===== config.mk =====
export PLATFORM = sky130hd
export DESIGN_NAME = mfd_serial_mac
export DESIGN_NICKNAME = d
export VERILOG_FILES = /design/src/hw/rtl/mfd_pkg.sv /design/src/hw/rtl/mfd_serial_mac.sv
export SDC_FILE = /design/constraint.sdc
export NUM_CORES = 1
export LEC_CHECK = 0
export BUFFER_PORTS_ARGS = -buffer_cell sky130_fd_sc_hd__buf_4
export CAP_MARGIN = 25
export CORE_MARGIN = 8
export CORE_UTILIZATION = 38
export DETAILED_ROUTE_END_ITERATION = 12
export MAX_ROUTING_LAYER = met4
export SYNTH_ARGS = -nofsm -noshare
export SYNTH_HDL_FRONTEND = slang
export SYNTH_SLANG_ARGS = --single-unit
export TNS_END_PERCENT = 10

===== constraint.sdc =====
create_clock -name clk -period 4.45 [get_ports clk]
set_input_delay 0.445 -clock clk [delete_from_list [all_inputs] [get_ports clk]]
set_output_delay 0.445 -clock clk [all_outputs]
set_load 0.1 [all_outputs]

===== src/hw/rtl/mfd_pkg.sv =====
// shared types, constants and rounding function of the multitap feedback delay
// no dependencies
package mfd_pkg;

  localparam int BUF_DEPTH  = 4096;
  localparam int ADDR_W     = $clog2(BUF_DEPTH);
  localparam int LEN_W      = ADDR_W + 1;
  localparam int MAX_TAPS   = 4;
  localparam int TAP_REGS   = 4;
  localparam int TAP_IDX_W  = $clog2(TAP_REGS + 1);
  localparam int TAP_SEL_W  = $clog2(TAP_REGS);
  localparam int SAMPLE_W   = 16;
  localparam int GAIN_W     = 16;
  localparam int DELAY_W    = 12;
  localparam int COUNT_W    = 3;
  localparam int ACC_W      = 34;
  localparam int MUL_CNT_W  = $clog2(GAIN_W);
  localparam int FRAC_SHIFT = 14;
  localparam int PADDR_W    = 5;
  localparam int PDATA_W    = 32;

  localparam logic signed [GAIN_W-1:0] TAP_GAIN = 16'sd2458;

  typedef enum logic [2:0] {
    REG_BUFFER_LENGTH = 3'd0,
    REG_TAP_COUNT     = 3'd1,
    REG_INPUT_GAIN    = 3'd2,
    REG_FEEDBACK_GAIN = 3'd3,
    REG_TAP_DELAY_0   = 3'd4,
    REG_TAP_DELAY_1   = 3'd5,
    REG_TAP_DELAY_2   = 3'd6,
    REG_TAP_DELAY_3   = 3'd7
  } reg_idx_t;

  typedef enum logic [3:0] {
    ST_CLEAR,
    ST_IDLE,
    ST_GAIN,
    ST_TAP_RD,
    ST_TAP_WAIT,
    ST_TAP_MAC,
    ST_FB,
    ST_FB_MAC,
    ST_FINISH
  } state_t;

  typedef struct packed {
    logic [LEN_W-1:0]                   buffer_length;
    logic [COUNT_W-1:0]                 tap_count;
    logic signed [GAIN_W-1:0]           input_gain;
    logic signed [GAIN_W-1:0]           feedback_gain;
    logic [TAP_REGS-1:0][DELAY_W-1:0]   tap_delay;
  } cfg_t;

  typedef struct packed {
    logic                      start;
    logic                      load;
    logic signed [ACC_W-1:0]   load_value;
    logic signed [GAIN_W-1:0]  mcand;
    logic signed [SAMPLE_W-1:0] mplier;
  } mac_cmd_t;

  // floor((acc + half) / 2^14), saturated to a sample
  function automatic logic signed [SAMPLE_W-1:0] round_sat(input logic signed [ACC_W-1:0] acc);
    logic signed [ACC_W-1:0] biased;
    logic signed [ACC_W-FRAC_SHIFT-1:0] q;
    biased = acc + (ACC_W'(1) <<< (FRAC_SHIFT - 1));
    q = biased[ACC_W-1:FRAC_SHIFT];
    if (q > (ACC_W-FRAC_SHIFT)'(32767)) begin
      round_sat = 16'sh7fff;
    end else if (q < -(ACC_W-FRAC_SHIFT)'(32768)) begin
      round_sat = 16'sh8000;
    end else begin
      round_sat = q[SAMPLE_W-1:0];
    end
  endfunction

endpackage


===== src/hw/rtl/mfd_serial_mac.sv =====
// bit-serial signed multiply-accumulate, one multiplier bit per cycle
// depends on mfd_pkg
module mfd_serial_mac import mfd_pkg::*; (
  input  logic                    clk,
  input  logic                    rst,
  input  mac_cmd_t                cmd,
  output logic                    busy,
  output logic signed [ACC_W-1:0] acc
);

  logic signed [ACC_W-1:0]    mcand;
  logic [SAMPLE_W-1:0]        mplier;
  logic [MUL_CNT_W-1:0]       cnt;
  logic                       last;

  assign last = (cnt == MUL_CNT_W'(SAMPLE_W - 1));

  always_ff @(posedge clk) begin
    if (rst) begin
      busy <= 1'b0;
    end else if (cmd.start) begin
      busy <= 1'b1;
    end else if (busy && last) begin
      busy <= 1'b0;
    end
  end

  always_ff @(posedge clk) begin
    if (cmd.load) begin
      acc <= cmd.load_value;
    end else if (busy && mplier[0]) begin
      // sign bit of the multiplier carries negative weight
      acc <= last ? acc - mcand : acc + mcand;
    end
    if (cmd.start) begin
      mcand  <= ACC_W'(cmd.mcand);
      mplier <= cmd.mplier;
      cnt    <= '0;
    end else if (busy) begin
      mcand  <= mcand <<< 1;
      mplier <= mplier >> 1;
      cnt    <= cnt + MUL_CNT_W'(1);
    end
  end

endmodule

; Yosys cells after proc, flatten, opt, wreduce, memory -nomap -nowiden
; Index checks and enable logic that the tools add are counted.
[op_classes]
n_addsub = 3
n_mul = 0
div_mod_pow = 0
magnitude_cmp = 0
eq_ne = 1
shifts = 0
muxes = 9
bitwise = 0
n_reduce_logical = 5
[op_table]
columns = operator, count
row1 = $mux 34, 5
row2 = $add 34x34->34, 1
row3 = $sub 34x34->34, 1
row4 = $mux 16, 2
row5 = $reduce_bool 2->1, 3
row6 = $add 4x1->4 const B, 1
row7 = $eq 4x4->1 const B, 1
row8 = $logic_and 1x1->1, 2
row9 = $mux 1, 2
[totals]
ff_bits = 89
latchBits = 0
mem_bits_rw = 0
rom_bits = 0
output_inout_bits = 35
word_cells = 23
n_memories = 0

; Logic depth before layout (Yosys ltp)
[depth]
ltp_word = 4
ltp_mapped = 16
ltp_nobuf = 15

; Worst setup path before layout
; Ideal clock, no wire load.
[synth_path]
path_kind = reg-to-reg
startpoint = reg mcand[10]
endpoint = reg acc[33] (data pin)
setup_ps = 255
arrival_time_ps = 3911
required_time_ps = 4195
setup_slack_ps = 284
stages_incl_launch_ff = 14
n_path_buf = 1
synth_period_minus_slack_ps = 4166
path_cell_list = edfxtp_1 -> or4_4 -> or2_2 -> nor3b_1 -> nand2b_1 -> o21ai_0 -> xnor2_1 -> ha_1 -> clkbuf_1 -> nand4_1 -> a2111oi_0 -> o211ai_1 -> a2111o_1 -> and3_1
[synth_via]
elab_chain_len = 4
word_cells_on_any_way = 5
classes_between = add/sub: 2 / mux: 3
[synth_rtl]
columns = item, line_no
row1 = "start, declared", mfd_serial_mac.sv:11  ; logic signed [ACC_W-1:0] mcand;
row2 = "start signal, assigned", mfd_serial_mac.sv:36  ; mcand <= ACC_W'(cmd.mcand);
row3 = "start signal, assigned", mfd_serial_mac.sv:40  ; mcand <= mcand <<< 1;
row4 = $add 34x34->34 / $sub 34x34->34 (equally long branches), mfd_serial_mac.sv:33  ; acc <= last ? acc - mcand : acc + mcand;
row5 = $mux 34 *, mfd_serial_mac.sv:33
row6 = $mux 34 *, mfd_serial_mac.sv:31  ; end else if (busy && mplier[0]) begin
row7 = $mux 34 *, mfd_serial_mac.sv:29  ; if (cmd.load) begin
row8 = "end signal, assigned", mfd_serial_mac.sv:30  ; acc <= cmd.load_value;
row9 = "end signal, assigned", mfd_serial_mac.sv:33
row10 = "end, declared", mfd_serial_mac.sv:8  ; output logic signed [ACC_W-1:0] acc
; Mark *: on every way between the ends. The rest lies on a longest branch, timed or not. The select of a mux whose other input is x is not followed.
; A chain may end at the register's enable or synchronous reset.

; Worst setup path after layout
; Same ends and word-level chain as after synthesis.

==> key figures <==
Run status
  – Status: finished, final reports clean

Logic synthesis
  – #FFs+latches synth: 89
  – Top_reg_cell synth: edfxtp_1
  – Mapped Nets: 742
  – Synth warnings: 0
  – Sequential area share after synthesis: 0.4245
  – Ys async rst share: 0
  – EDFF count, synth: 84
  – Syn Std Cell Area: 6178 sq um
  – Syn Inst Count: 636
  – Syn avg cell area: 9.715 sq um
  – Yosys cell types: 61

Pwr
  – Flop pwr share: 0.310
  – Leak: 3.092 nW
  – PwrDens: 506.7 nW/um^2
  – Clock power share: 0.204
  – Combinational share of power: 0.486
  – Switching Share: 0.4419
  – Internal power: 2.141 mW
  – Peak VDD IR: 0.0002754 V
  – NetSw: 1.695 mW

Clocking
  – H-tree depth: 3
  – Clk root buf: clkbuf_16
  – Clk_lat worst skew: 350 ps
  – TritonCTS clock tree: built
  – Maximum clock path buffer count: 2
  – Clock slew at reported path FFs: 70 ps
  – Clock Sinks: 89
  – Inserted Clock Buffers: 9

Run
  – Max Cap Violations: 0

Drt
  – # DRC: 0
  – Vias/cell: 5.369
  – WL final: 16880 microns
  – Routed length per placed instance: 17.58 microns
  – Vias: 5154
  – Antenna Violating Nets Remaining: 0
  – 1st-iter DRT viols: 240
  – DRT Pass-1 Iters: 5

Final layout
  – Antenna diodes: 0
  – Final Non-Filler Cells: 960
  – Layout Nets: 845
  – Syn-to-layout area delta: 22.52%
  – Share of layout cells above drive strength 1: 0.2298

STA
  – Slew Limit Fails: 0
  – Hold Violations, Final: 0
  – Hold Slack: 246.1 ps
  – Relative slew slack: 0.5789
  – Max Clock Freq: 238.4 MHz
  – Minimum clock period: 4195 ps
  – Period utilization: 0.9427
  – Skew final: 5.507 ps
  – Worst slew pin tran: 628.7 ps
  – Setup violators final: 0

Worst setup path
  – Path type of the worst setup path: reg2reg
  – Worst r2r dst: acc[33]
  – Crit path from: mcand[10]
  – Critical Path Start Type: register
  – Critical Path AT: 4300 ps
  – Worst r2r src: mcand[10]
  – Flop2flop setup slack: 260 ps
  – R2R depth: 13
  – Required @ worst endpoint: 4560 ps
  – Crit end category: register
  – Crit Path Max Fanout: 7
  – Worst setup path end: acc[33]

GRT
  – GRT Resource Usage Total: 0.1714
  – Grt total ovfl: 0
  – Largest net degree at the start of global routing: 66
  – Vias in the first global route: 5242
  – Initial antenna violation count: 0
  – First-pass GRT wire length: 26790 microns

Place
  – Dpl cells: 943
  – Placer Congestion: 0.8811
  – Final HPWL from detailed placement: 13010 microns
  – Number of port buffers: 104

Die
  – Die width: 143.5 microns
  – Initial Util: 0.3889
  – Die Y: 143.5 microns
  – IO Count: 105
  – CORE AREA: 15890 sq um
  – Die area: 20600 sq um
  – Row count: 46

Worst hold path
  – Worst min path class: in2reg
==> layout make-up <==
type | count | area, sq um
fillers | 1559 | 8315
clock inverters | 5 | 63.81
flip-flops and latches | 89 | 2623
clock buffers | 11 | 232.7
repair buffers | 119 | 905.9
multi-input cells | 487 | 3351
inverters | 33 | 123.9
well taps | 216 | 270.3
==> logic make-up (layout without fill, tap and decap cells) <==
logic type                 count (synthesis)  in the layout  synth area share
muxes                                     32             32           0.05751
adders and majority gates                 36             36           0.07412
DFF                                       89             89            0.4245
xor gates and xnor gates                  55             55           0.07918
AOI/OAI and AO/OA                        180            180            0.1847
and+or+nand+nor                          184            184            0.1434
buffers and inverters                     60            168           0.03665
==> what timing repair did <==
| action | CTS | global route |
|---|---|---|
| setup endpoints to repair | 0 | 6 |
| hold endpoints to repair | 0 | 0 |
| hold buffers | 0 | 0 |
| setup buffers | 0 | 1 |
| gates resized for setup | 0 | 7 |
==> power by group through the flow <==
stage	clock (mW)	sequential (mW)	combinational, mW
global route	0.834	1.20	2.02
floorplan	0	1.72	0.881
CTS	0.801	1.19	1.86
detailed placement	0	1.21	1.85
global placement	0	1.21	1.83
finish	0.784	1.19	1.86
==> synthesized netlist by cell type, types with 4 or more instances <==
cell | instances | area, sq um
inv_1 | 32 | 120.1
o211ai_1 | 8 | 60.06
and3_1 | 6 | 37.54
nand2b_1 | 5 | 31.28
clkbuf_1 | 23 | 86.33
a21o_1 | 10 | 75.07
mux2_2 | 28 | 315.3
nand4_1 | 5 | 31.28
edfxtp_1 | 84 | 2522
nor3_1 | 14 | 70.07
or3_1 | 10 | 62.56
a31oi_1 | 8 | 50.05
nand3_1 | 12 | 60.06
nor2_1 | 35 | 131.4
a21oi_1 | 30 | 150.1
mux2i_1 | 4 | 40.04
o22ai_1 | 4 | 25.02
o21a_1 | 5 | 37.54
o31ai_1 | 12 | 90.09
xnor2_1 | 36 | 315.3
ha_1 | 35 | 437.9
nand2_1 | 69 | 259.0
and2_1 | 7 | 43.79
xor2_1 | 18 | 157.7
o21ai_0 | 69 | 345.3
nor4_1 | 5 | 31.28
o21bai_1 | 4 | 30.03
dfxtp_1 | 5 | 100.1
==> registers in the layout, summed over array words and instances, names as in the netlist <==
name / cells
mcand: 34
busy: 1
mplier: 16
cnt: 4
acc: 34
==> layout by cell type, fill, tap and decap left out, types with 6 or more instances in the layout <==
| cell type | Yosys | routed |
|---|---|---|
| a21o_1 | 10 | 10 |
| a21oi_1 | 30 | 30 |
| a31oi_1 | 8 | 8 |
| and2_1 | 7 | 7 |
| and3_1 | 6 | 6 |
| buf_4 | 0 | 118 |
| clkbuf_16 | 0 | 9 |
| edfxtp_1 | 84 | 84 |
| ha_1 | 35 | 35 |
| inv_1 | 32 | 32 |
| mux2_2 | 28 | 28 |
| nand2_1 | 69 | 69 |
| nand3_1 | 12 | 12 |
| nor2_1 | 35 | 35 |
| nor3_1 | 14 | 14 |
| o211ai_1 | 8 | 8 |
| o21ai_0 | 69 | 67 |
| o31ai_1 | 12 | 12 |
| or3_1 | 10 | 10 |
| xnor2_1 | 36 | 36 |
| xor2_1 | 18 | 18 |
==> routing by layer <==
metal | track usage | vias up | routed length (microns)
met3 | 0.03086 | 27 | 741
met2 | 0.2850 | 139 | 8300
li1 | - | 2576 | -
met1 | 0.2013 | 2412 | 7395
met5 | - | - | 0
met4 | 0.07250 | 0 | 441
==> through the flow <==
step | area (sq um) | TNS (ps) | utilization | setup WS [ps] | power, mW
after global routing | 7570 | -109.4 | 0.4765 | -53.53 | 4.059
after detailed placement | 7244 | 0 | 0.4560 | 98.82 | 3.058
after floorplan | 6178 | 0 | - | 283.9 | 2.598
after CTS | 7541 | 0 | 0.4747 | 72.49 | 3.852
final | 7570 | 0 | 0.4765 | 255.2 | 3.835
after global placement | 7224 | 0 | 0.4548 | 257.7 | 3.040
==> worst max-delay path, cell delays in order, from the launching register on <==
cell and delay [ps]:
edfxtp_1 450, or4_4 540, or2_2 330, nor3b_2 270, nand2b_1 130, o21ai_0 200, xnor2_1 110, ha_1 410
nand4_1 180, a2111oi_1 430, buf_4 200, o211ai_1 130, a2111o_1 420, and3_1 140
==> worst min path at each step <==
stage           start      to  depth (start not counted)
6_report          rst    busy                          2
5_1_grt           rst    busy                          2
4_1_cts           rst    busy                          2
3_5_place_dp   cnt[1]  cnt[1]                          2
3_3_place_gp   cnt[1]  cnt[1]                          2
2_1_floorplan  cnt[1]  cnt[1]                          2
No activity file was read; power rests on OpenSTA's default activity.
