===== src/hw/rtl/mfd_pkg.sv =====
// shared types, constants and rounding function of the multitap feedback delay
// no dependencies
package mfd_pkg;

  localparam int BUF_DEPTH  = 4096;
  localparam int ADDR_W     = $clog2(BUF_DEPTH);
  localparam int LEN_W      = ADDR_W + 1;
  localparam int MAX_TAPS   = 4;
  localparam int TAP_REGS   = 4;
  localparam int TAP_IDX_W  = $clog2(TAP_REGS + 1);
  localparam int TAP_SEL_W  = $clog2(TAP_REGS);
  localparam int SAMPLE_W   = 16;
  localparam int GAIN_W     = 16;
  localparam int DELAY_W    = 12;
  localparam int COUNT_W    = 3;
  localparam int ACC_W      = 34;
  localparam int MUL_CNT_W  = $clog2(GAIN_W);
  localparam int FRAC_SHIFT = 14;
  localparam int PADDR_W    = 5;
  localparam int PDATA_W    = 32;

  localparam logic signed [GAIN_W-1:0] TAP_GAIN = 16'sd2458;

  typedef enum logic [2:0] {
    REG_BUFFER_LENGTH = 3'd0,
    REG_TAP_COUNT     = 3'd1,
    REG_INPUT_GAIN    = 3'd2,
    REG_FEEDBACK_GAIN = 3'd3,
    REG_TAP_DELAY_0   = 3'd4,
    REG_TAP_DELAY_1   = 3'd5,
    REG_TAP_DELAY_2   = 3'd6,
    REG_TAP_DELAY_3   = 3'd7
  } reg_idx_t;

  typedef enum logic [3:0] {
    ST_CLEAR,
    ST_IDLE,
    ST_GAIN,
    ST_TAP_RD,
    ST_TAP_WAIT,
    ST_TAP_MAC,
    ST_FB,
    ST_FB_MAC,
    ST_FINISH
  } state_t;

  typedef struct packed {
    logic [LEN_W-1:0]                   buffer_length;
    logic [COUNT_W-1:0]                 tap_count;
    logic signed [GAIN_W-1:0]           input_gain;
    logic signed [GAIN_W-1:0]           feedback_gain;
    logic [TAP_REGS-1:0][DELAY_W-1:0]   tap_delay;
  } cfg_t;

  typedef struct packed {
    logic                      start;
    logic                      load;
    logic signed [ACC_W-1:0]   load_value;
    logic signed [GAIN_W-1:0]  mcand;
    logic signed [SAMPLE_W-1:0] mplier;
  } mac_cmd_t;

  // floor((acc + half) / 2^14), saturated to a sample
  function automatic logic signed [SAMPLE_W-1:0] round_sat(input logic signed [ACC_W-1:0] acc);
    logic signed [ACC_W-1:0] biased;
    logic signed [ACC_W-FRAC_SHIFT-1:0] q;
    biased = acc + (ACC_W'(1) <<< (FRAC_SHIFT - 1));
    q = biased[ACC_W-1:FRAC_SHIFT];
    if (q > (ACC_W-FRAC_SHIFT)'(32767)) begin
      round_sat = 16'sh7fff;
    end else if (q < -(ACC_W-FRAC_SHIFT)'(32768)) begin
      round_sat = 16'sh8000;
    end else begin
      round_sat = q[SAMPLE_W-1:0];
    end
  endfunction

endpackage


===== src/hw/rtl/mfd_regs.sv =====
// apb register file for the delay configuration
// depends on mfd_pkg
module mfd_regs import mfd_pkg::*; (
  input  logic               clk,
  input  logic               rst,
  input  logic               psel,
  input  logic               penable,
  input  logic               pwrite,
  input  logic [PADDR_W-1:0] paddr,
  input  logic [PDATA_W-1:0] pwdata,
  output logic [PDATA_W-1:0] prdata,
  output logic               pready,
  output cfg_t               cfg
);

  reg_idx_t idx;
  logic     wr;

  assign idx    = reg_idx_t'(paddr[PADDR_W-1:2]);
  assign pready = 1'b1;
  assign wr     = psel & penable & pwrite & pready;

  always_ff @(posedge clk) begin
    if (rst) begin
      cfg.buffer_length <= LEN_W'(BUF_DEPTH);
      cfg.tap_count     <= '0;
      cfg.input_gain    <= 16'sd16384;
      cfg.feedback_gain <= 16'sd8192;
      for (int i = 0; i < TAP_REGS; i++) cfg.tap_delay[i] <= DELAY_W'(1);
    end else if (wr) begin
      case (idx)
        REG_BUFFER_LENGTH: cfg.buffer_length <= pwdata[LEN_W-1:0];
        REG_TAP_COUNT:     cfg.tap_count     <= pwdata[COUNT_W-1:0];
        REG_INPUT_GAIN:    cfg.input_gain    <= pwdata[GAIN_W-1:0];
        REG_FEEDBACK_GAIN: cfg.feedback_gain <= pwdata[GAIN_W-1:0];
        REG_TAP_DELAY_0:   cfg.tap_delay[0]  <= pwdata[DELAY_W-1:0];
        REG_TAP_DELAY_1:   cfg.tap_delay[1]  <= pwdata[DELAY_W-1:0];
        REG_TAP_DELAY_2:   cfg.tap_delay[2]  <= pwdata[DELAY_W-1:0];
        REG_TAP_DELAY_3:   cfg.tap_delay[3]  <= pwdata[DELAY_W-1:0];
        default: ;
      endcase
    end
  end

  always_comb begin
    case (idx)
      REG_BUFFER_LENGTH: prdata = PDATA_W'(cfg.buffer_length);
      REG_TAP_COUNT:     prdata = PDATA_W'(cfg.tap_count);
      REG_INPUT_GAIN:    prdata = PDATA_W'($unsigned(cfg.input_gain));
      REG_FEEDBACK_GAIN: prdata = PDATA_W'($unsigned(cfg.feedback_gain));
      REG_TAP_DELAY_0:   prdata = PDATA_W'(cfg.tap_delay[0]);
      REG_TAP_DELAY_1:   prdata = PDATA_W'(cfg.tap_delay[1]);
      REG_TAP_DELAY_2:   prdata = PDATA_W'(cfg.tap_delay[2]);
      REG_TAP_DELAY_3:   prdata = PDATA_W'(cfg.tap_delay[3]);
      default:           prdata = '0;
    endcase
  end

endmodule


===== config.mk =====
export PLATFORM = sky130hd
export DESIGN_NAME = mfd_regs
export DESIGN_NICKNAME = d
export VERILOG_FILES = /design/src/hw/rtl/mfd_pkg.sv /design/src/hw/rtl/mfd_regs.sv
export SDC_FILE = /design/constraint.sdc
export NUM_CORES = 1
export LEC_CHECK = 0
export ABC_CLOCK_PERIOD_IN_PS = 2550
export BUFFER_PORTS_ARGS = -buffer_cell sky130_fd_sc_hd__buf_4
export CAP_MARGIN = 15
export CORE_MARGIN = 10
export CORE_UTILIZATION = 50
export CTS_CLUSTER_SIZE = 24
export DETAILED_ROUTE_END_ITERATION = 10
export MAX_ROUTING_LAYER = met4
export PLACE_DENSITY = 0.78
export SETUP_SLACK_MARGIN = 0.1
export SLEW_MARGIN = 10
export SYNTH_ARGS = -nofsm -noshare
export SYNTH_HDL_FRONTEND = slang
export SYNTH_SLANG_ARGS = --single-unit

===== constraint.sdc =====
create_clock -name clk -period 2.55 [get_ports clk]
set_input_delay 0.255 -clock clk [delete_from_list [all_inputs] [get_ports clk]]
set_output_delay 0.255 -clock clk [all_outputs]
set_load 0.1 [all_outputs]

# Yosys cells after proc, flatten, opt, wreduce, memory -nomap -nowiden
# Index checks and enable logic that the tools add are counted.
# W data, S select, Z words.
totals:
  regBits: 96
  elab_cells: 27
  output_inout_bits: 129
  in_bits: 42
op_classes:
  n_mux: 1
  n_reduce_logical: 9
  n_eq_ne: 7
  bitwise: 2
op_table:
  columns: ["operator", "count"]
  rows:
  - ["$pmux W32 S8", 1]
  - ["$reduce_and A2 Y1", 8]
  - ["$eq A3 B3 Y1 const B", 4]
  - ["$eq A3 B2 Y1 const B", 2]
  - ["$eq A3 B1 Y1 const B", 1]
  - ["$logic_not A3 Y1", 1]
  - ["$and A1 B1 Y1", 2]

# Depth between registers and ports, before layout
# Gate-level depths: netlist (run 1).
logic_depth:
  ltp_word: 3
  ltp_mapped: 7
  mapped_depth_nobuf: 4

# Least setup slack after synthesis (run 1)
# No wires, ideal clock.
synth_timing:
  kind: "flip-flop to output port"
  from: "reg cfg[30] in the netlist's numbering"
  to: "out prdata[6]"
  arrival_ns: 3.615
  required_time_ns: 2.295
  path_stages_with_launch: 4
  slack_ns: -1.320
  cell_sequence: "dfxtp_1 > mux2_2 > o22ai_1 > a211oi_1"
synth_via:
  elab_chain_len: 1
synth_rtl:
  columns: ["item", "line_no", "text"]
  rows:
  - ["from (decl)", "mfd_regs.sv:13", "output cfg_t cfg"]
  - ["$pmux W32 S8", "mfd_regs.sv:46", "case (idx)"]
  - ["to (decl)", "mfd_regs.sv:11", "output logic [PDATA_W-1:0] prdata,"]
# Every way passes these cells. The select of a mux whose other input is x is not followed.

# Worst setup path in the final report (run 1)
layout_timing:
  from: "in paddr[2]"
  to: "out prdata[11]"
layout_via:
  elab_chain_len: 2
  elab_cells_between_ends: 9
layout_rtl:
  columns: ["item", "line_no", "text"]
  rows:
  - ["from (decl)", "mfd_regs.sv:9", "input logic [PADDR_W-1:0] paddr,"]
  - ["$eq A3 B3 Y1, or another cell as far along", "mfd_regs.sv:46", null]
  - ["$pmux W32 S8 (*)", "mfd_regs.sv:46", null]
# Mark *: on every way between the ends. The rest lies on a longest branch, timed or not. The select of a mux whose other input is x is not followed.

==> reports/results.ini, run 1 <==
[yosys]
ys_warn_count = 0
postSynthAreaPerCell_sq_um = 7.76
ys_types = 35
netlist_area_sq_mm = 0.00448
synthTopCellsByArea = dfxtp_1 43%, nand2_1 12%, a21oi_1 11%
postSynth.asyncResetShare_pct = 0
yosys.area.top_type_share_pct = 42.9
yosysTopAreaCell = dfxtp_1
ys_seq_area_share_pct = 42.9
synth_edf_count = 0
synth_seq_cells = 96
synthFlopType = dfxtp_1
postSynthCellCount = 578

[min_path]
hold_path_class = primary input to flop

[power]
p_per_area_mw_per_mm2 = 557
p_leak_nw = 2.26
vdd_drop_max_mv = 0.271

[route]
vias = 4584
drt_first_iter_violations = 409
avgRoutedWirePerCell_um = 19.5
first_pass_iters = 5
drc = 0
viasPerCell = 5.74
drtAntennaViolNets = 0
wl_mm = 15.6

[worst_setup_path]
cp-start-kind = primary input
crit_path_end_kind = primary output
required_ns = 2.30
worstPathCellList = buf_4 -> nor2b_1 -> a221oi_1 -> a21oi_1 -> o22a_1 -> buf_4
slowest_stage = buf_4
path_buf_inv = 2
arrival_ns = 1.95
cpPeakStageDelay_ns = 0.44
path_max_fanout = 38
cp_top_family = buffers and inverters
cp_common_cell = buf_4
critical_path_class = primary input to primary output

[grt]
grt_max_degree = 97
grt_util_all_layers_pct = 23.4
grt_pass1_vias = 4371
grt_pass1_wl_mm = 24.1
grt_overflow = 0
antenna_found_initial = 0

[timing]
tns_ns = 0
timing.hold.ws_ns = 0.114
hold_violations = 0
setup_viol = 0
grt_setup_unrepaired = no
slew_headroom_pct = 35.9
fin_crit_ns = 2.21
fmaxAchievable_ghz = 0.453
min_period_over_period_pct = 86.6
worstMarginPinSlew_ns = 0.961
finalClockSkew_ns = 0
slew_violations = 0

[run_status]
outcome = complete, no violations

[floorplan]
fp-row-count = 34
die_area_sq_mm = 0.0132
boundaryPins = 171
start_util_pct = 51.4
die_h_um = 115
die_w_um = 115
core_area_sq_mm = 0.00872

[placement]
dp.cells = 784
dp_hpwl_mm = 11.3
io_buffers = 135
gp_congestion = 0.913

[final_layout]
final_core_util_pct = 65.7
n_antenna_cell = 0
stdcell_count = 799
largest-register = cfg
drive_gt1_share_pct = 28.1
layout.nets = 729
largest_reg_flops = 96
fillCellCount = 755
area_growth_pct = 27.8
top_regs = cfg: 96 flops

[cts]
cts_sinks = 96
post-cts-setup-buffers = 0
ctsHoldBuffers = 0
numCtsBuffers = 9
clk_pin_slew_ns = 0.09
clk_latency_ns = 0.37
clockBufferDepth = 2
cts_resized = 0
root_buffer = clkbuf_8
htreeDepth = 3
cts_tree = built

[flow_run]
cap_viol_max_count = 0

metal layers:
layer  routed length [um]  vias up  global-route usage [%]
met1                 6380     2173                    30.4
met3                 1510       19                    4.87
met5                    0        -                       -
li1                     -     2144                       -
met4                  230        0                    6.52
met2                 7460      248                    36.2
logic make-up (layout without fill, tap and decap cells):
kind of cell | count (synthesis) | after routing | share of synthesized area, %
buf+inv | 78 | 176 | 9.32
other cells | 2 | 17 | 0.168
mux | 23 | 23 | 6.17
compound gates | 179 | 179 | 22.0
flops | 96 | 96 | 42.9
simple gates | 200 | 200 | 19.5
synth_stat cells (all sizes together) (2+ instances only):
cell and instances:
inv 10, a21oi 100, buf 43, a221oi 12, a22oi 2, o22a 3
clkbuf 25, o21ai 52, nand3 4, nand3b 7, o22ai 3, or3 3
nor2 27, dfxtp 96, nand2b 3, conb 2, o2bb2ai 3, nand2 143
a211oi 2, mux4 3, nor3 2, mux2 7, mux2i 13, nor2b 7
worst register-to-register path, stage by stage, from the launching register on:
cell and delay (ns):
dfxtp_1 0.41, o21ai_0 0.14, a21oi_1 0.17
final timing paths:
path	start	endpoint	slack, ns	cells past startpoint
max reg2reg	cfg[32]	cfg[32]	1.77	2
min	pwdata[13]	cfg[61]	0.11	3
max	paddr[2]	prdata[11]	0.34	6
min reg2reg	cfg[55]	cfg[55]	0.48	2
area by class of cell:
type / count / area [sq um] / area share (%)
clock buffer: 10 / 128 / 2.23
timing repair buffer: 151 / 1130 / 19.8
multi-input combinational: 419 / 2290 / 40.0
inverter: 10 / 37.5 / 0.655
clock inverter: 5 / 81.3 / 1.42
tap: 108 / 135 / 2.36
sequential: 96 / 1920 / 33.6
power by group:
part,total [mW],internal (mW),switching [mW],leakage [nW]
clock network,1.09,0.550,0.537,0.103
logic,0.582,0.111,0.471,1.38
registers,1.52,1.51,0.0103,0.774
total,3.19,2.17,1.02,2.26
cell usage in the layout (no fill, tap or decap), drive strengths merged:
cell,count
inv,11
clkinv,1
conb,17
or2,1
a221oi,12
a32oi,1
a22oi,2
nor2,27
nand3b,7
clkbuf,10
nand4b,1
a211oi,2
mux4,3
nor2b,7
o22ai,3
o22a,3
mux2,7
a21oi,100
nand2,143
or3,3
bufinv,2
o2bb2ai,3
clkinvlp,1
nand2b,3
mux2i,13
o32a,1
nor3,2
nand3,4
dfxtp,96
nand4,1
o21ai,52
buf,151
and2,1
through the flow:
step	area [sq um]	power [mW]	setup slack [ns]
floorplan	4630	2.03	0.0132
finish	5730	3.19	0.341
CTS	5730	3.18	0.368
global route	5730	3.27	0.289
global placement	5520	2.13	0.348
detailed placement	5520	2.13	0.288
Power figures use the tool's default switching activity.
==> inputs of run 2 (changes only) <==
Settings changed: ABC_CLOCK_PERIOD_IN_PS 2550 to not set, CORE_UTILIZATION 50 to 44, PLACE_DENSITY 0.78 to 0.73.
Clock period 2.55 ns to 2 ns, I/O delays scaled along.
==> reports/results.ini, run 2 (synthesis results as in run 1) <==
[run_status]
outcome = complete, no violations

[placement]
gp_congestion = 0.912
dp.cells = 820
io_buffers = 135
post_dp_cell_area_sq_mm = 0.00579
dp_hpwl_mm = 12.1

[cts]
clk_pin_slew_ns = 0.09
clk_latency_ns = 0.36
post-cts-setup-buffers = 0
numCtsBuffers = 9
htreeDepth = 3
root_buffer = clkbuf_8
clockBufferDepth = 2
ctsHoldBuffers = 0
cts_sinks = 96
cts_tree = built

[worst_setup_path]
cpPeakStageDelay_ns = 0.34
r2r_slack_ns = 1.28
cp-start-kind = flop
crit_path_end_kind = primary output
reg2reg_to = cfg[47]
required_ns = 1.80
r2r_cells = 2
crit_start = cfg[48]
endpoint = prdata[0]
cp_top_family = compound AO/OA/AOI/OAI gates
slowest_stage = o32a_2
path_max_fanout = 3
critical_path_class = flop to primary output
cp.depth = 5
worstPathCellList = mux2_2 -> a22oi_2 -> nor2_1 -> o32a_2 -> buf_6
reg2reg_from = cfg[47]
arrival_ns = 1.70
path_buf_inv = 1

[final_layout]
largest_reg_flops = 96
final_common_cell = buf_4
area_growth_pct = 36.1
layout_common_cells = 156 x buf_4, 143 x nand2_1, 96 x a21oi_1
stdcell_count = 836
largest-register = cfg
n_antenna_cell = 0
layout.nets = 740
drive_gt1_share_pct = 43.1
top_regs = cfg: 96 flops
final_area_sq_mm = 0.00610

[grt]
antenna_found_initial = 0
grt_overflow = 0
grt_max_degree = 63
grt_pass1_vias = 4431
grt_util_all_layers_pct = 22.1
grt_pass1_wl_mm = 24.9

[timing]
setup_viol = 0
finalClockSkew_ns = 0
timing.hold.ws_ns = 0.0524
min_period_over_period_pct = 95.0
slew_headroom_pct = 38.8
fin_crit_ns = 1.90
slew_violations = 0
worstMarginPinSlew_ns = 0.914
hold_violations = 0
grt_setup_unrepaired = yes
fmaxAchievable_ghz = 0.526

[floorplan]
die_h_um = 121
core_area_sq_mm = 0.00986
fp-row-count = 36
boundaryPins = 171
die_area_sq_mm = 0.0146
start_util_pct = 45.4
die_w_um = 121

[route]
vias = 4588
viasPerCell = 5.49
avgRoutedWirePerCell_um = 19.6
first_pass_iters = 5
drtAntennaViolNets = 0
drc = 0
wl_mm = 16.4
drt_first_iter_violations = 432

[power]
vdd_drop_max_mv = 0.424
p_leak_nw = 2.38
p_per_area_mw_per_mm2 = 677

[flow_run]
cap_viol_max_count = 0

[min_path]
hold_path_class = primary input to flop

-- run 2: cell types whose count changed in the layout (fill, tap and decap cells not counted), sizes merged --
cell / delta
buf: +11
clkbuf: -1
clkinv: +2
clkinvlp: +1
inv: -1
-- run 2: worst register-to-register path, stage by stage, from the launching register on --
cell	delay, ns
dfxtp_1	0.41
o21ai_0	0.11
a21oi_1	0.14
-- run 2: metal layers --
layer / global-route usage (%) / wire [um] / vias to the layer above
li1: - / - / 2170
met1: 28.4 / 6960 / 2214
met2: 34.5 / 7880 / 186
met3: 4.28 / 1290 / 18
met4: 6.71 / 243 / 0
met5: - / 0 / -
-- run 2: power by group --
group	total, mW	switching, mW	internal, mW
registers	1.93	0.0141	1.92
clock network	1.41	0.701	0.704
logic	0.790	0.618	0.172
total	4.13	1.33	2.80
-- run 2: how the worst min path moves through the flow --
stage	startpoint	endpoint	slack (ns)	depth (start not counted)
floorplan	pwdata[12]	cfg[95]	0.32	2
global placement	pwdata[13]	cfg[61]	0.42	3
detailed placement	pwdata[14]	cfg[78]	0.43	3
CTS	pwdata[14]	cfg[78]	0.05	3
global route	pwdata[14]	cfg[78]	0.06	3
finish	pwdata[14]	cfg[78]	0.05	3
-- run 2: timing repair --
item,in CTS,in global routing
pin swaps,0,0
gates resized for setup,4,15
endpoints found under the setup margin,3,12
-- run 2: final cells by class --
cell class / count / area, sq um
clock buffers: 9 / 124
repair buffers: 162 / 1260
multi-input cells: 419 / 2380
inverters: 10 / 37.5
fillers: 856 / 3760
flip-flops and latches: 96 / 2040
clock inverters: 7 / 96.3
well taps: 133 / 166
-- run 2: stage by stage --
| stage | power (mW) | worst slack (ns) | TNS [ns] | utilization [%] |
|---|---|---|---|---|
| after floorplan | 2.59 | 0.00303 | 0 | - |
| after global placement | 2.74 | 0.00549 | 0 | 58.7 |
| after detailed placement | 2.74 | -0.0704 | -0.466 | 58.7 |
| after CTS | 4.12 | 0.0730 | 0 | 61.1 |
| after global routing | 4.26 | 0.0198 | 0 | 61.9 |
| final | 4.13 | 0.0991 | 0 | 61.9 |
==> inputs of run 3 (changes only) <==
Settings changed: CORE_MARGIN 10 to not set.
==> reports/results.ini, run 3 (synthesis results as in run 1) <==
[route]
drt_first_iter_violations = 311
viasPerCell = 5.50
vias = 4621
avgRoutedWirePerCell_um = 17.7
first_pass_iters = 5
drtAntennaViolNets = 0
drc = 0
wl_mm = 14.9

[run_status]
outcome = complete, no violations

[final_layout]
final_core_util_pct = 61.8
layout.nets = 744
drive_gt1_share_pct = 43.6
largest_reg_flops = 96
largest-register = cfg
layout_common_cells = 159 x buf_4, 143 x nand2_1, 96 x a21oi_1
final_common_cell = buf_4
area_growth_pct = 35.4
multi_input_area_sq_mm = 0.00236
regArea_sq_mm = 0.00204
n_antenna_cell = 0
top_regs = cfg: 96 flops
fillCellCount = 903

[grt]
grt_pass1_vias = 4046
antenna_found_initial = 0
grt_overflow = 0
grt_max_degree = 53
grt_pass1_wl_mm = 22.1
grt_util_all_layers_pct = 28.5

[timing]
slew_headroom_pct = 37.1
tns_ns = 0
setup_viol = 0
finalClockSkew_ns = 0
fin_crit_ns = 1.89
hold_violations = 0
slew_violations = 0
worstMarginPinSlew_ns = 0.940
grt_setup_unrepaired = yes
min_period_over_period_pct = 94.7
fmaxAchievable_ghz = 0.528

[cts]
cts_tree = built
htreeDepth = 3
cts_sinks = 96
clk_latency_ns = 0.36
root_buffer = clkbuf_8
clk_pin_slew_ns = 0.11
numCtsBuffers = 9
ctsHoldBuffers = 0
clockBufferDepth = 2

[power]
p_per_area_mw_per_mm2 = 639
clkPwrFrac_pct = 29.7
power_frac_seq_pct = 49.9
swShare_pct = 34.1
p_int_mw = 2.56
comb_power_share_pct = 20.4
vdd_drop_max_mv = 0.288
p_sw_mw = 1.32
p_leak_nw = 2.36

[floorplan]
die_area_sq_mm = 0.0106
die_h_um = 103
fp-row-count = 36
boundaryPins = 171
start_util_pct = 45.7
core_area_sq_mm = 0.00982
die_w_um = 103

[worst_setup_path]
arrival_ns = 1.69
critical_path_class = flop to primary output
required_ns = 1.80
cp-start-kind = flop
path_max_fanout = 3
crit_path_end_kind = primary output

[flow_run]
cap_viol_max_count = 0

[placement]
io_buffers = 135
gp_congestion = 0.873
dp_hpwl_mm = 10.5

[min_path]
hold_path_class = primary input to flop

[run 3: stage by stage]
stage	setup WS [ns]	instances	instance area (sq um)	hold slack (ns)	power [mW]
after floorplan	0.00303	593	4770	0.321	2.59
after global placement	0.0690	820	5790	0.419	2.73
after detailed placement	0.0130	820	5790	0.434	2.74
after CTS	0.0836	836	5990	0.0617	3.85
after global routing	0.0267	840	6070	0.0702	3.99
final	0.105	840	6070	0.0699	3.88
[run 3: final timing paths]
kind,from,end,slack (ns),depth (start not counted)
max,cfg[7],prdata[7],0.11,4
min,pwdata[13],cfg[61],0.07,3
max reg2reg,cfg[47],cfg[47],1.29,2
min reg2reg,cfg[48],cfg[48],0.46,2
[run 3: layer usage]
metal / wire (um) / vias to the layer above / track usage, %
met1: 6410 / 2168 / 39.9
met4: 252 / 0 / 9.43
met5: 0 / - / -
met2: 6880 / 260 / 42.6
li1: - / 2171 / -
met3: 1310 / 22 / 3.53
[run 3: repair_timing]
action	CTS	global route
pin swaps	0	2
buffers inserted	0	3
gates cloned	0	1
resized for setup	6	12
setup endpoints to repair	4	9
[run 3: layout make-up]
class,instances,area share [%]
clock buffer,10,2.10
clock inverter,6,0.762
inverter,10,0.680
multi-input combinational,419,38.9
sequential,96,33.6
tap,133,2.74
timing repair buffer,165,21.1
timing repair inverter,1,0.0824
[run 3: worst max-delay path, cell delays in order (launching register included)]
cell and delay [ns]:
dfxtp_2 0.35, mux2_2 0.28, a221oi_1 0.43, a21oi_4 0.03, buf_4 0.25
[run 3: power by group through the flow]
stage | logic (mW) | clock network [mW] | registers (mW)
global placement | 0.756 | 0 | 1.98
CTS | 0.768 | 1.15 | 1.93
finish | 0.793 | 1.15 | 1.93
global route | 0.823 | 1.23 | 1.94
detailed placement | 0.762 | 0 | 1.98
floorplan | 0.503 | 0 | 2.08
